**src/spimw_pkg.sv**
```systemverilog
package spimw_pkg;

  // Command codes carried by an input item
  localparam logic [1:0] CMD_TICK  = 2'd0;
  localparam logic [1:0] CMD_LOAD  = 2'd1;
  localparam logic [1:0] CMD_START = 2'd2;

  // Register index, taken from paddr[2]
  localparam logic REG_SPI_MODE = 1'b0;
  localparam logic REG_CLK_DIV  = 1'b1;

  // Slot counter width: covers write_count + read_count
  localparam int unsigned SLOT_W = 9;

  typedef struct packed {
    logic [1:0] cmd;
    logic       miso;
    logic [3:0] load_index;
    logic [7:0] load_byte;
    logic [4:0] write_count;
    logic [7:0] read_count;
    logic [4:0] overlap_count;
  } in_t;

  typedef struct packed {
    logic       cs_n;
    logic       sclk;
    logic       mosi;
    logic       rx_valid;
    logic [7:0] rx_byte;
    logic       rx_last;
    logic       busy_res;
    logic       done_res;
    logic       start_error;
  } out_t;

endpackage

```
**src/spimw_wbuf.sv**
```systemverilog
module spimw_wbuf #(
  parameter int unsigned DEPTH = 16
) (
  input  logic                                clk_i,
  input  logic                                we_i,
  input  logic [((DEPTH > 1) ? $clog2(DEPTH) : 1)-1:0] waddr_i,
  input  logic [7:0]                          wdata_i,
  input  logic [((DEPTH > 1) ? $clog2(DEPTH) : 1)-1:0] raddr_i,
  output logic [7:0]                          rdata_o
);

  logic [7:0] mem [DEPTH];
  logic [7:0] rdata_q;

  // Write port
  always_ff @(posedge clk_i) begin
    if (we_i) begin
      mem[waddr_i] <= wdata_i;
    end
  end

  // Registered read, a same-cycle write to the read address is forwarded
  always_ff @(posedge clk_i) begin
    if (we_i && (waddr_i == raddr_i)) begin
      rdata_q <= wdata_i;
    end else begin
      rdata_q <= mem[raddr_i];
    end
  end

  assign rdata_o = rdata_q;

endmodule

```
**src/spi_master_write_read_transaction_unit.sv**
```systemverilog
// SPI master, 8-bit MSB-first frames, write/read transaction with overlap.
// Latency: one item in, its result registered and shown the next cycle.
// Throughput: one item per cycle while results are taken; a byte slot takes
// 16 * 2^div tick items (div: clock divider register), one bit per SCLK period.
// Reset (rst_ni low, async): idle, chip select high, registers zero; the
// write buffer holds nothing defined until loaded.
module spi_master_write_read_transaction_unit #(
  parameter int unsigned WRITE_DEPTH = 16
) (
  input  logic              clk_i,
  input  logic              rst_ni,

  input  logic              in_valid_i,
  output logic              in_ready_o,
  input  spimw_pkg::in_t    in_data_i,

  output logic              out_valid_o,
  input  logic              out_ready_i,
  output spimw_pkg::out_t   out_data_o,

  input  logic              psel,
  input  logic              penable,
  input  logic              pwrite,
  input  logic [2:0]        paddr,
  input  logic [31:0]       pwdata,
  output logic [31:0]       prdata,
  output logic              pready
);
  import spimw_pkg::*;

  localparam int unsigned AW = (WRITE_DEPTH > 1) ? $clog2(WRITE_DEPTH) : 1;
  localparam logic [SLOT_W-1:0] DEPTH_W = SLOT_W'(WRITE_DEPTH);

  // Control and shift state
  logic [SLOT_W-1:0] slot_q, slot_d;
  logic [SLOT_W-1:0] total_q, total_d;
  logic [4:0]        cap_q, cap_d;
  logic [4:0]        wlen_q, wlen_d;
  logic [2:0]        bit_q, bit_d;
  logic [6:0]        div_q, div_d;
  logic              lvl_q, lvl_d;
  logic              phase_q, phase_d;
  logic [7:0]        tx_q, tx_d;
  logic [7:0]        rx_q, rx_d;
  logic              active_q, active_d;
  logic [1:0]        mode_q;
  logic [2:0]        baud_q;

  out_t              res_q, res_d;
  logic              out_valid_q;

  logic              accept;
  logic              cfg_we;
  logic              buf_we;
  logic [7:0]        buf_rd;
  logic [AW-1:0]     buf_waddr;
  logic [AW-1:0]     buf_raddr;

  logic              cpol;
  logic              cpha;
  logic [7:0]        half;
  logic [7:0]        div_inc;
  logic [7:0]        rx_new;
  logic [SLOT_W-1:0] slot_nx;
  logic [SLOT_W-1:0] start_total;

  assign accept     = in_valid_i && in_ready_o;
  assign in_ready_o = !out_valid_q || out_ready_i;
  assign out_valid_o = out_valid_q;
  assign out_data_o = res_q;

  assign cpol = mode_q[1];
  assign cpha = mode_q[0];

  // Configuration port
  assign pready = 1'b1;
  assign cfg_we = psel && penable && pwrite && !active_q;

  always_comb begin
    unique case (paddr[2])
      REG_SPI_MODE: prdata = {30'd0, mode_q};
      REG_CLK_DIV:  prdata = {29'd0, baud_q};
      default:      prdata = '0;
    endcase
  end

  always_ff @(posedge clk_i or negedge rst_ni) begin
    if (!rst_ni) begin
      mode_q <= '0;
      baud_q <= '0;
    end else if (cfg_we) begin
      unique case (paddr[2])
        REG_SPI_MODE: mode_q <= pwdata[1:0];
        REG_CLK_DIV:  baud_q <= pwdata[2:0];
        default:      ;
      endcase
    end
  end

  // Write buffer, prefetches the byte for the next slot
  spimw_wbuf #(
    .DEPTH (WRITE_DEPTH)
  ) u_wbuf (
    .clk_i   (clk_i),
    .we_i    (buf_we),
    .waddr_i (buf_waddr),
    .wdata_i (in_data_i.load_byte),
    .raddr_i (buf_raddr),
    .rdata_o (buf_rd)
  );

  assign buf_waddr = AW'({{(SLOT_W-4){1'b0}}, in_data_i.load_index});
  assign buf_raddr = active_d ? AW'(slot_d + SLOT_W'(1)) : '0;

  assign half        = 8'd1 << baud_q;
  assign div_inc     = {1'b0, div_q} + 8'd1;
  assign slot_nx     = slot_q + SLOT_W'(1);
  assign start_total = SLOT_W'(in_data_i.write_count) + SLOT_W'(in_data_i.read_count)
                     - SLOT_W'(in_data_i.overlap_count);

  // One item: tick, load or start
  always_comb begin
    slot_d   = slot_q;
    total_d  = total_q;
    cap_d    = cap_q;
    wlen_d   = wlen_q;
    bit_d    = bit_q;
    div_d    = div_q;
    lvl_d    = lvl_q;
    phase_d  = phase_q;
    tx_d     = tx_q;
    rx_d     = rx_q;
    active_d = active_q;
    buf_we   = 1'b0;
    res_d    = '0;
    rx_new   = {rx_q[6:0], in_data_i.miso};

    if (accept) begin
      unique case (in_data_i.cmd)
        CMD_TICK: begin
          if (active_q) begin
            if (div_inc < half) begin
              div_d = div_inc[6:0];
            end else begin
              div_d = '0;
              if (!phase_q) begin
                // leading edge
                lvl_d   = ~cpol;
                phase_d = 1'b1;
                if (!cpha) begin
                  rx_d = rx_new;
                end else if (bit_q != 3'd0) begin
                  tx_d = {tx_q[6:0], 1'b0};
                end
              end else begin
                // trailing edge
                lvl_d   = cpol;
                phase_d = 1'b0;
                if (!cpha) begin
                  tx_d = {tx_q[6:0], 1'b0};
                end else begin
                  rx_d = rx_new;
                end
                bit_d = bit_q + 3'd1;
                if (bit_q == 3'd7) begin
                  // slot complete
                  if (slot_q >= SLOT_W'(cap_q)) begin
                    res_d.rx_valid = 1'b1;
                    res_d.rx_byte  = rx_d;
                    res_d.rx_last  = (slot_nx == total_q);
                  end
                  slot_d = slot_nx;
                  if (slot_nx >= total_q) begin
                    active_d       = 1'b0;
                    res_d.done_res = 1'b1;
                    lvl_d          = cpol;
                    phase_d        = 1'b0;
                  end else begin
                    tx_d = (slot_nx < SLOT_W'(wlen_q)) ? buf_rd : 8'h00;
                    rx_d = 8'h00;
                  end
                end
              end
            end
          end
        end
        CMD_LOAD: begin
          buf_we = !active_q && (SLOT_W'(in_data_i.load_index) < DEPTH_W);
        end
        CMD_START: begin
          if (active_q || (in_data_i.overlap_count > in_data_i.write_count)
              || (8'(in_data_i.overlap_count) > in_data_i.read_count)
              || (SLOT_W'(in_data_i.write_count) > DEPTH_W)) begin
            res_d.start_error = 1'b1;
          end else begin
            wlen_d  = in_data_i.write_count;
            cap_d   = in_data_i.write_count - in_data_i.overlap_count;
            total_d = start_total;
            if (start_total == '0) begin
              res_d.done_res = 1'b1;
            end else begin
              active_d = 1'b1;
              slot_d   = '0;
              bit_d    = '0;
              div_d    = '0;
              phase_d  = 1'b0;
              lvl_d    = cpol;
              tx_d     = (in_data_i.write_count != 5'd0) ? buf_rd : 8'h00;
              rx_d     = 8'h00;
            end
          end
        end
        default: ;
      endcase
    end

    // Line levels after this item
    res_d.cs_n     = !active_d;
    res_d.sclk     = active_d ? lvl_d : cpol;
    res_d.mosi     = active_d && tx_d[7];
    res_d.busy_res = active_d;
  end

  // State registers
  always_ff @(posedge clk_i or negedge rst_ni) begin
    if (!rst_ni) begin
      slot_q   <= '0;
      total_q  <= '0;
      cap_q    <= '0;
      wlen_q   <= '0;
      bit_q    <= '0;
      div_q    <= '0;
      lvl_q    <= 1'b0;
      phase_q  <= 1'b0;
      tx_q     <= '0;
      rx_q     <= '0;
      active_q <= 1'b0;
    end else begin
      slot_q   <= slot_d;
      total_q  <= total_d;
      cap_q    <= cap_d;
      wlen_q   <= wlen_d;
      bit_q    <= bit_d;
      div_q    <= div_d;
      lvl_q    <= lvl_d;
      phase_q  <= phase_d;
      tx_q     <= tx_d;
      rx_q     <= rx_d;
      active_q <= active_d;
    end
  end

  // Output register
  always_ff @(posedge clk_i or negedge rst_ni) begin
    if (!rst_ni) begin
      out_valid_q <= 1'b0;
    end else if (accept) begin
      out_valid_q <= 1'b1;
    end else if (out_ready_i) begin
      out_valid_q <= 1'b0;
    end
  end

  always_ff @(posedge clk_i) begin
    if (accept) begin
      res_q <= res_d;
    end
  end

endmodule

```
**config.mk**
```make
export PLATFORM = sky130hd
export DESIGN_NAME = spi_master_write_read_transaction_unit
export DESIGN_NICKNAME = d
export VERILOG_FILES = /design/src/spimw_pkg.sv /design/src/spimw_wbuf.sv /design/src/spi_master_write_read_transaction_unit.sv
export SDC_FILE = /design/constraint.sdc
export NUM_CORES = 1
export LEC_CHECK = 0
export ABC_AREA = 1
export BUFFER_PORTS_ARGS = -buffer_cell sky130_fd_sc_hd__buf_2
export CAP_MARGIN = 15
export CORE_MARGIN = 5
export CORE_UTILIZATION = 52
export DETAILED_ROUTE_END_ITERATION = 6
export GPL_ROUTABILITY_DRIVEN = 0
export MAX_ROUTING_LAYER = met4
export PLACE_DENSITY = 0.75
export SLEW_MARGIN = 20
export SYNTH_ARGS = -nofsm -noshare
export SYNTH_HDL_FRONTEND = slang
export SYNTH_SLANG_ARGS = --single-unit
```
**constraint.sdc**
```tcl
create_clock -name clk_i -period 2.5 [get_ports clk_i]
set_input_delay 0.25 -clock clk_i [delete_from_list [all_inputs] [get_ports clk_i]]
set_output_delay 0.25 -clock clk_i [all_outputs]
set_load 0.02 [all_outputs]
```
# Word-level counts from Yosys, hierarchy flattened
# Memories as Yosys holds them, arrays and structs flattened. A register that Yosys moved wholly into a read port is not among the register bits.
# Cells that the tools add are included.
# totals
memories	1
word_cells	172
out_inout_bits	51
ramBits	128
reg_bits	79
# classes
reduce_logical	28
addsub	7
n_eq_ne	12
magnitude_cmp	7
bitwise	8
shifts	1
n_mux	84
# memory_table
name	words	word_bits	read_ports	rd_clocked_by_memory_dff	wr	line_no	source
u_wbuf.mem	16	8	1	1	1	spimw_wbuf.sv:12	logic [7:0] mem [DEPTH];
# ops
cell	n
$mux 8	22
$pmux 32 s2	1
$mux 9	7
$mux 1	34
$pmux 8 s2	2
$mux 7	4
$pmux 9 s2	1
$mux 3	5
$pmux 7 s2	1
$reduce_and 7->1	2
$mux 10	1
$ne 2x2->1 const B	5
$add 5x8->9	1
$add 9x1->9 const B	1
$eq 9x9->1	1
$ge 9x5->1	1
$ge 9x9->1	1
$logic_not 9->1	1
$lt 9x5->1	1
$ne 3x3->1 const B	3
$sub 9x5->9	1
$add 7x1->8 const B	1
$gt 5x8->1	1
$lt 8x8->1	1
27 further kinds	48

# Depth between registers and ports, before layout
# Gate-level depths: netlist of run 1.
# logic_depth
ltp_word	11
mapped_depth	23

# Modules after synthesis
# Synthesis of run 1 repeated with hierarchy kept, for this count alone.
# unflattened
cells_unflattened	1385
hier_area_um2	11872.6
# modules_own_cells
module	cells_per_inst	area_each_um2	n_inst	seq_area_each_um2
spi_master_write_read_transaction_unit	838	6179.7	1	2057.0
spimw_wbuf	547	5693.0	1	3923.8

# Worst setup path before layout of run 1
# No wires, ideal clock.
# synth_path
path_kind	input-to-reg
from	input in_data_i[14] in the netlist's numbering
to	register res_q (netlist bit out_data_o[14]), data pin
cell_stages	17
slack_ps	-329
required_ps	2248
arrival_ps	2577
setup_ps	252
n_path_buf	0
path_cell_list	inv_1 fa_1 inv_1 fa_1 or2_2 nor2_1 nand3_1 nor2_2 nand3_2 nand2_4 inv_1 o21ai_1 nand2_1 nand2_2 inv_1 nand2_1 nand2_1
# synth_lines
item	line_no	source
start, declared	spi_master_write_read_transaction_unit.sv:15	input spimw_pkg::in_t in_data_i,
end signal, assigned	spi_master_write_read_transaction_unit.sv:266	res_q <= res_d;
end, declared	spi_master_write_read_transaction_unit.sv:49	out_t res_q, res_d;

==> results.txt, run 1 <==
- The most critical setup path has its endpoint at out_data_o[13]$_DFFE_PP_.
* Routed vias/inst: 5.50
- Count of mapped cells out of synthesis: 1231
- Measured against its own limit, the worst slew margin works out to 0.438.
* Input/output buffers: 64
* Critical path class: reg2reg
* Number of hold violations in the final report: 0
* Vias: 9654
- Clock period minus worst slack: 3.18 ns
- Buffer cell driving the clock tree root: sky130_fd_sc_hd__clkbuf_16
* Die width: 158 um
- Summed over all nets, the half-perimeter wirelength after detailed placement is 19000 um.
- Post-synthesis to final-layout area growth: 30.1%
- Post-layout net count: 1592
* Violated checks: negative setup slack
- GR Util All Layers: 0.232
- The longest clock path from root to sink contains 3 buffers.
- The die is 158 um tall.
- The detail route stage leaves a number of antenna-violating nets equal to 0.
* Max-slew violations: 0
- Primary flip-flop cell chosen by synthesis mapping: sky130_fd_sc_hd__edfxtp_1
- Max-cap violations in this run came to 0.
- OpenSTA, run right after detailed placement, puts the worst setup slack at -0.485 ns.
- Final hold analysis gives a worst-case slack of 0.0263 ns.
* Synthesized area divided by synthesized cell count: 9.23 um^2
* DRT iter0 DRCs: 1018
- Post-synthesis cell area: 0.0114 mm^2
- The signal on the critical path passes through buf_6 -> ha_4 -> nand3_4 -> xor2_1 -> inv_2 -> ha_4 -> nand4_1 -> nor3_1 -> nand2_1 -> nand4_1 -> buf_6 -> nor2_4 -> nand2_1 -> nand2_1 -> nand2_1 -> nand2_1 -> nand2_1 -> nand2_1 -> nand2_2 -> a21oi_2.
* Final setup slack of the worst path: -0.684 ns
- Post-synth ARST share: 0.299
- Largest fanout of any net on the critical path: 6
- Number of enable-type register cells in the synthesized netlist: 144
- At the worst endpoint, the required time is 2.78 ns.
* Worst reg2reg path startpoint: slot_q[0]$_DFF_PN0_
- Setup violations remaining at the end of the flow were counted as 57.
- Summing all multi-input logic gate instances after layout gives 0.00523 mm^2.
- The top cell types in the final layout, fill and taps aside, are 193 x sky130_fd_sc_hd__nand2_1, 146 x sky130_fd_sc_hd__buf_4, 144 x sky130_fd_sc_hd__edfxtp_1.
- The clock arrives with 0.0132 ns of skew.
* Global-route wire length before repair: 45600 um
- Setup repair after global routing could not meet its margin everywhere.
* CTS buffer count: 23
- Mean routed wirelength per cell: 17.3 um
- Maximum number of pins on one net before global-route repair: 64
- # IOs: 126
* Warning count from the yosys run: 0
- Counting the fill cells in the layout gives 1566.
- In this design, the critical path's most frequently occurring cell is sky130_fd_sc_hd__nand2_1.
- Number of antenna repair diodes: 0
* Final worst-path cycle share: 1.27
* Static Leakage: 6.41 nW
- The tightest min-delay check is of the in2reg type.
* Clock-pin slew reported for the worst setup and hold paths after clock tree synthesis: 0.06 ns
- CTS saw 211 sinks.
* Slowest stage cell on the critical path: sky130_fd_sc_hd__dfrtp_1
- In this run the register-to-register setup slack is -0.68 ns.
* Maximum frequency from static timing analysis: 314 MHz
- Number of optimization iterations in the first detailed-route pass: 6
* CTS H-Tree Depth: 1
- Worst Setup SP: slot_q[0]$_DFF_PN0_
- Initial standard-cell utilization of the core: 0.524
* Kind of launch point of the worst setup path: register
- The largest single stage delay on the critical path is 0.42 ns.
- Counting flops and latches in the post-synthesis netlist gives 211.
- The die covers 0.0249 mm^2.
- The startpoint identified for the worst hold timing path is pwdata[0].
- The flow ran to the end, but the final reports show violations.
- # rows: 54
* R2R cell count: 20
- Summed negative setup slack over all endpoints: -23.01 ns
- For the worst-skew pair, the clock arrives at the later sink with an insertion delay of 0.52 ns.
- The number of antenna violations at the first check in global routing was 0.
- Layout cell share with drive strength beyond 1: 0.306
* Leading cell type in the layout, fill and taps excluded: sky130_fd_sc_hd__nand2_1
- The number of different library cells used by synthesis comes to 47.
- Across the VDD grid, the largest voltage drop is 600 uV.
- Final global-route overflow total: 0
- At the pin with the least slew margin, the transition time is 0.843 ns.
- Power per standard cell area: 893 mW/mm^2
* Area taken by flip-flops and latches: 0.00598 mm^2
* CP endpoint kind: register
- TritonCTS clock tree: yes
- For this run, the register share of the synthesized area comes to 0.527.
- Number of design rule violations left after detail routing: 0
- Data arrival time at the worst-slack endpoint: 3.46 ns
- The core region is 0.0217 mm^2.
* Wirelength, routed: 30400 um
- Vias in the first global route: 9149
- Capturing point of the worst reg2reg path: out_data_o[13]$_DFFE_PP_
[synth_stat cells (5+ instances only)]
cell type	number	area share
sky130_fd_sc_hd__o21ai_1	5	0.0022
sky130_fd_sc_hd__buf_2	14	0.0062
sky130_fd_sc_hd__ha_1	54	0.059
sky130_fd_sc_hd__inv_1	158	0.052
sky130_fd_sc_hd__nand4_1	13	0.0072
sky130_fd_sc_hd__nand2_2	8	0.0044
sky130_fd_sc_hd__o211ai_1	16	0.011
sky130_fd_sc_hd__buf_4	31	0.020
sky130_fd_sc_hd__o21ai_0	133	0.059
sky130_fd_sc_hd__nand3_1	69	0.030
sky130_fd_sc_hd__xor2_1	9	0.0069
sky130_fd_sc_hd__o221ai_1	20	0.015
sky130_fd_sc_hd__edfxtp_1	144	0.38
sky130_fd_sc_hd__nor2_1	143	0.047
sky130_fd_sc_hd__o22ai_1	16	0.0088
sky130_fd_sc_hd__fa_1	6	0.011
sky130_fd_sc_hd__clkbuf_1	20	0.0066
sky130_fd_sc_hd__nand2_1	220	0.073
sky130_fd_sc_hd__dfrtp_1	63	0.14
sky130_fd_sc_hd__o21ai_2	10	0.0077
sky130_fd_sc_hd__a21oi_1	26	0.011
sky130_fd_sc_hd__or2_2	5	0.0028
sky130_fd_sc_hd__nor2_2	5	0.0028
[state kept, by name (all words and copies together) (netlist names), named ones only]
| name | cells |
|---|---|
| total_q | 9 |
| rx_q | 8 |
| wlen_q | 5 |
| out_valid_o | 1 |
| tx_q | 8 |
| out_data_o | 16 |
| u_wbuf.mem | 128 |
| lvl_q | 1 |
| div_q | 7 |
| slot_q | 9 |
| active_q | 1 |
| bit_q | 3 |
| phase_q | 1 |
| mode_q | 2 |
| baud_q | 3 |
| cap_q | 5 |
[per-stage QoR]
stage | utilization | cells | total power, mW | cell area (um^2)
finish | 0.681 | 1754 | 13.2 | 14800
CTS | 0.651 | 1735 | 12.3 | 14100
floorplan | - | 1259 | 6.96 | 11600
detailed placement | 0.599 | 1676 | 8.38 | 13000
global placement | 0.599 | 1676 | 8.22 | 13000
global route | 0.681 | 1754 | 13.9 | 14800
[power by group]
| part | internal (mW) | total, mW | switching [mW] | leakage [nW] |
|---|---|---|---|---|
| logic | 2.16 | 5.18 | 3.02 | 3.86 |
| clock network | 2.26 | 3.67 | 1.41 | 0.395 |
| registers | 4.08 | 4.35 | 0.274 | 2.16 |
[metal layers]
layer	GRT usage	share of wire	wire length (um)
met1	0.305	0.40	12100
met2	0.385	0.50	15200
met3	0.0290	0.071	2150
met4	0.0606	0.031	950
met5	-	0	0
[critical path, delay by kind of cell (launching register included)]
kind / cells / cell delay [ns]
and+or+nand+nor: 13 / 1.41
adders and majority gates: 2 / 0.47
DFF: 1 / 0.42
buffers and inverters: 3 / 0.40
xor gates and xnor gates: 1 / 0.19
AOI/OAI and AO/OA: 1 / 0.06
[cell families (layout without fill, tap and decap cells)]
group,after synthesis,in the layout,synth area share
and+or+nand+nor,480,480,0.181
AOI/OAI and AO/OA,238,238,0.124
buffers and inverters,229,444,0.0885
DFF,211,211,0.527
adders and majority gates,60,60,0.0701
xor gates and xnor gates,10,10,0.00771
other,2,30,0.000661
muxes,1,1,0.000881
[how the worst min path moves through the flow]
stage | end | slack [ns] | depth (start not counted)
floorplan | active_q$_DFF_PN0_ | -0.05 | 0
global placement | tx_q[5]$_DFFE_PN0P_ | 0.46 | 2
detailed placement | wlen_q[0]$_DFFE_PN0P_ | 0.47 | 2
CTS | baud_q[0]$_DFFE_PN0P_ | 0.01 | 3
global route | mode_q[0]$_DFFE_PN0P_ | 0.05 | 3
finish | baud_q[0]$_DFFE_PN0P_ | 0.03 | 3
[cell type report]
type                            instances  area share
Tap cell                              280      0.0237
Timing Repair Buffer                  239       0.120
Inverter                              163      0.0419
Multi-Input combinational cell        819       0.354
Clock inverter                         11      0.0136
Clock buffer                           31      0.0417
Sequential cell                       211       0.405
[repair_timing]
item                                    CTS  global route
resized for setup                        52           120
pin swaps                                37            43
hold buffers                              3             0
endpoints found under the hold margin    65             0
setup buffers                            14            20
endpoints found under the setup margin   57            57
Power figures use the tool's default switching activity.
==> run 2: changes to the inputs <==
--- a/config.mk
+++ b/config.mk
@@ -8,6 +8,7 @@
 export ABC_AREA = 1
 export BUFFER_PORTS_ARGS = -buffer_cell sky130_fd_sc_hd__buf_2
 export CAP_MARGIN = 15
+export CORE_ASPECT_RATIO = 1.1
 export CORE_MARGIN = 5
 export CORE_UTILIZATION = 52
 export DETAILED_ROUTE_END_ITERATION = 6
==> run 2 against run 1 <==
The flow still finishes with violations (negative setup slack). Flip-flop and latch count did not move. Clock skew fell by 0.0055 ns. Worst setup slack improved by 0.22 ns. Via count fell by 1.7%. Critical path depth fell by 1. Routed wire length fell by 4.2%. Largest power group unchanged.
==> results.txt, run 2 (same netlist as run 1, synthesis figures left out) <==
- Status: complete, but fails checks
- Violated checks: negative setup slack
- The clock latency at the later pin of the worst-skew pair was 0.53 ns (about the same).
- The count of placed standard cells including taps came to 1694 (+1.1%).
- Sw Share: 0.367 (+0.0108)
- The maximum fanout along the worst path is 6 (unchanged).
- Worst Min Path Start: out_ready_i
- DRT iter0 DRCs: 829 (-19%)
* # IOs: 126 (unchanged)
* Final ANT Viol Nets: 0 (unchanged)
- CP endpoint kind: register
* Wirelength, routed: 29100 um (-4.2%)
- The final worst clock skew came to 0.00765 ns (-0.00551 ns).
- Power per standard cell area: 841 mW/mm^2 (-5.9%)
- In this run the clock root is driven by a sky130_fd_sc_hd__clkbuf_16.
- CTS H-Tree Depth: 1 (unchanged)
- The remaining design rule violation count was 0 (unchanged).
- The arrival time of the worst setup path was 3.43 ns (-0.03 ns).
- Post-synthesis to final-layout area growth: 27.8%
- The number of flip-flops in the largest register came to 128 (unchanged).
* Data required, critical path: 2.96 ns (+0.18 ns)
- The post-layout net count was 1594 (+0.13%).
* R2r setup slk: -0.46 ns (+0.22 ns)
- Die width: 151 um (-4.4%)
- Transition time at the pin with the least slew margin: 0.912 ns (+0.0695 ns)
- Worst hold path class: in2reg
- The final number of hold-violating endpoints is 0 (unchanged).
- Global-route wire length before repair: 45700 um (+0.30%)
* Layout Cells excl Fill: 1763 (+0.51%)
* Initial standard-cell utilization of the core: 0.530 (+0.00605)
* Max-slew violations: 0 (unchanged)
- # setup viols final: 57 (unchanged)
- Deepest clock path buffer count: 3 (unchanged)
- R2R cell count: 19 (-5.0%)
- The via count is 9491 (-1.7%).
- The detail-routed net length per standard cell was 16.5 um (-4.7%).
- Die Y: 165 um (+4.6%)
- The largest net degree at the start of global routing came to 64 (unchanged).
- GR Util All Layers: 0.236 (+0.00386)
- Post-layout power: 12.2 mW (-7.6%)
* Sink count of the clock tree: 211 (unchanged)
- CTS buffer count: 23 (unchanged)
* Input/output buffers: 64 (unchanged)
* Final standard cell utilization of the core: 0.677 (-0.00456)
* Cell-internal power: 7.73 mW (-9.1%)
- Final worst-path cycle share: 1.19 (-0.0875)
* Setup repair after global routing missed its margin: yes
* Number of antenna repair diodes: 0 (unchanged)
- Combinational group share of total power: 0.392 (about the same)
* # rows: 56 (+3.7%)
- The worst register-to-register path begins at div_q[0]$_DFFE_PN0P_.
- The worst-case hold slack was 0.0210 ns (-0.00527 ns).
* Proportion of power drawn by the clock network: 0.251 (-0.027)
- Summed negative setup slack over all endpoints: -16.32 ns (+6.69 ns)
- The detailed-router iteration count before antenna repair is 5 (-1).
- The number of instances on the worst hold path came to 4 (+1).
* Leading cell type in the layout, fill and taps excluded: sky130_fd_sc_hd__nand2_1
- TritonCTS clock tree: yes
- In the layout the commonest cells are 199 x sky130_fd_sc_hd__nand2_1, 154 x sky130_fd_sc_hd__buf_4, 144 x sky130_fd_sc_hd__edfxtp_1.
- The area of the multi-input gates came to 0.00516 mm^2 (-1.2%).
- Max IR drop VDD: 710 uV (+18%)
- Maximum frequency from static timing analysis: 337 MHz (+7.4%)
- Filler Cell Count: 1615 (+3.1%)
- Routed vias/inst: 5.38 (-2.2%)
- Post-DP HPWL: 19100 um (+0.63%)
- The area of the die came to 0.0249 mm^2 (about the same).
- The clock-pin slew of the registers on the worst-case setup and hold paths is 0.06 ns (about the same).
- The sequential share of power is 0.357 (+0.027).
* Vias in the first global route: 9315 (+1.8%)
- The worst slew slack as a fraction of its limit is 0.385 (-0.0528).
- Max-cap check violation count: 0 (unchanged)
- The net switching component of the power is 4.47 mW (-4.8%).
* Static Leakage: 6.30 nW (-1.8%)
- The area used by sequential logic in the layout was 0.00599 mm^2 (about the same).
- The share of final-layout standard cells stronger than drive strength 1 came to 0.295 (-0.0107).
- Antenna violations before repair: 0 (unchanged)
- Most flop-heavy register: u_wbuf.mem
- The path with the worst hold slack has its endpoint at out_valid_o$_DFFE_PN0P_.
* Final global-route overflow total: 0 (unchanged)
- The worst setup path is launched from a register.
- The worst path setup slack after routing is -0.465 ns (+0.219 ns).
- The area inside the core boundary was 0.0214 mm^2 (-1.1%).
- The final critical path time including I/O delays and setup was 2.96 ns (-0.219 ns).
- Critical path class: reg2reg
[run 2: cell types whose count changed in the layout (fill, tap and decap cells not counted), sizes merged]
cell / change
o31ai: +1
bufinv: -5
inv: +1
nand2: +1
dlygate4sd3: +1
clkbuf: +1
buf: -1
[run 2: final cells by class]
class	instances	share of cell area
clock inverter	7	0.00362
tap	290	0.0250
clock buffer	32	0.0420
sequential	211	0.413
multi-input combinational	821	0.356
inverter	163	0.0427
timing repair buffer	239	0.118
[run 2: how the worst max path moves through the flow]
stage	startpoint	end	slack, ns	depth (start not counted)
2_1_floorplan	in_data_i[1]	out_data_o[14]$_DFFE_PP_	-0.14	16
3_3_place_gp	in_data_i[1]	out_data_o[14]$_DFFE_PP_	-0.38	17
3_5_place_dp	div_q[0]$_DFFE_PN0P_	tx_q[0]$_DFFE_PN0P_	-0.52	18
4_1_cts	div_q[0]$_DFFE_PN0P_	register	-0.28	22
5_1_grt	div_q[1]$_DFFE_PN0P_	register	-0.59	21
6_report	div_q[0]$_DFFE_PN0P_	register	-0.46	19
[run 2: power by group through the flow]
stage	combinational (mW)	sequential (mW)	clock (mW)
floorplan	2.62	4.34	0
global placement	3.85	4.38	0
detailed placement	3.98	4.39	0
CTS	4.51	4.34	3.11
global route	5.22	4.39	3.26
finish	4.78	4.36	3.07
[run 2: worst max-delay path, cell delays in order, from the launching register on]
cell and delay, ns:
sky130_fd_sc_hd__dfrtp_1 0.37, sky130_fd_sc_hd__ha_2 0.20, sky130_fd_sc_hd__nand2_2 0.06, sky130_fd_sc_hd__inv_2 0.06, sky130_fd_sc_hd__nand4_1 0.15, sky130_fd_sc_hd__xor2_2 0.20
sky130_fd_sc_hd__inv_1 0.08, sky130_fd_sc_hd__ha_1 0.31, sky130_fd_sc_hd__nand2_2 0.12, sky130_fd_sc_hd__nor2_4 0.05, sky130_fd_sc_hd__a211oi_2 0.26, sky130_fd_sc_hd__nand2_4 0.14
sky130_fd_sc_hd__buf_6 0.15, sky130_fd_sc_hd__nand4_1 0.11, sky130_fd_sc_hd__nand3_2 0.13, sky130_fd_sc_hd__nand3_2 0.10, sky130_fd_sc_hd__inv_2 0.06, sky130_fd_sc_hd__ha_4 0.26
sky130_fd_sc_hd__inv_2 0.02, sky130_fd_sc_hd__nor2_1 0.07
[run 2: layer usage]
metal | vias to the layer above | GRT usage | share of wire
li1 | 4553 | - | -
met1 | 4511 | 0.302 | 0.40
met2 | 359 | 0.398 | 0.51
met3 | 68 | 0.0288 | 0.074
met4 | 0 | 0.0697 | 0.021
met5 | - | - | 0
[run 2: metrics by stage]
stage / cell area, um^2 / setup WS [ns]
after floorplan: 11600 / -0.141
after global placement: 13000 / -0.375
after detailed placement: 13000 / -0.523
after CTS: 14300 / -0.285
after global routing: 14500 / -0.594
final: 14500 / -0.465
[run 2: repair_timing]
action,4_1_cts,5_1_grt
pin swaps,72,50
endpoints found under the hold margin,66,0
cloned,3,0
endpoints found under the setup margin,57,57
hold buffers,4,0
resized for setup,93,57
setup buffers,20,6
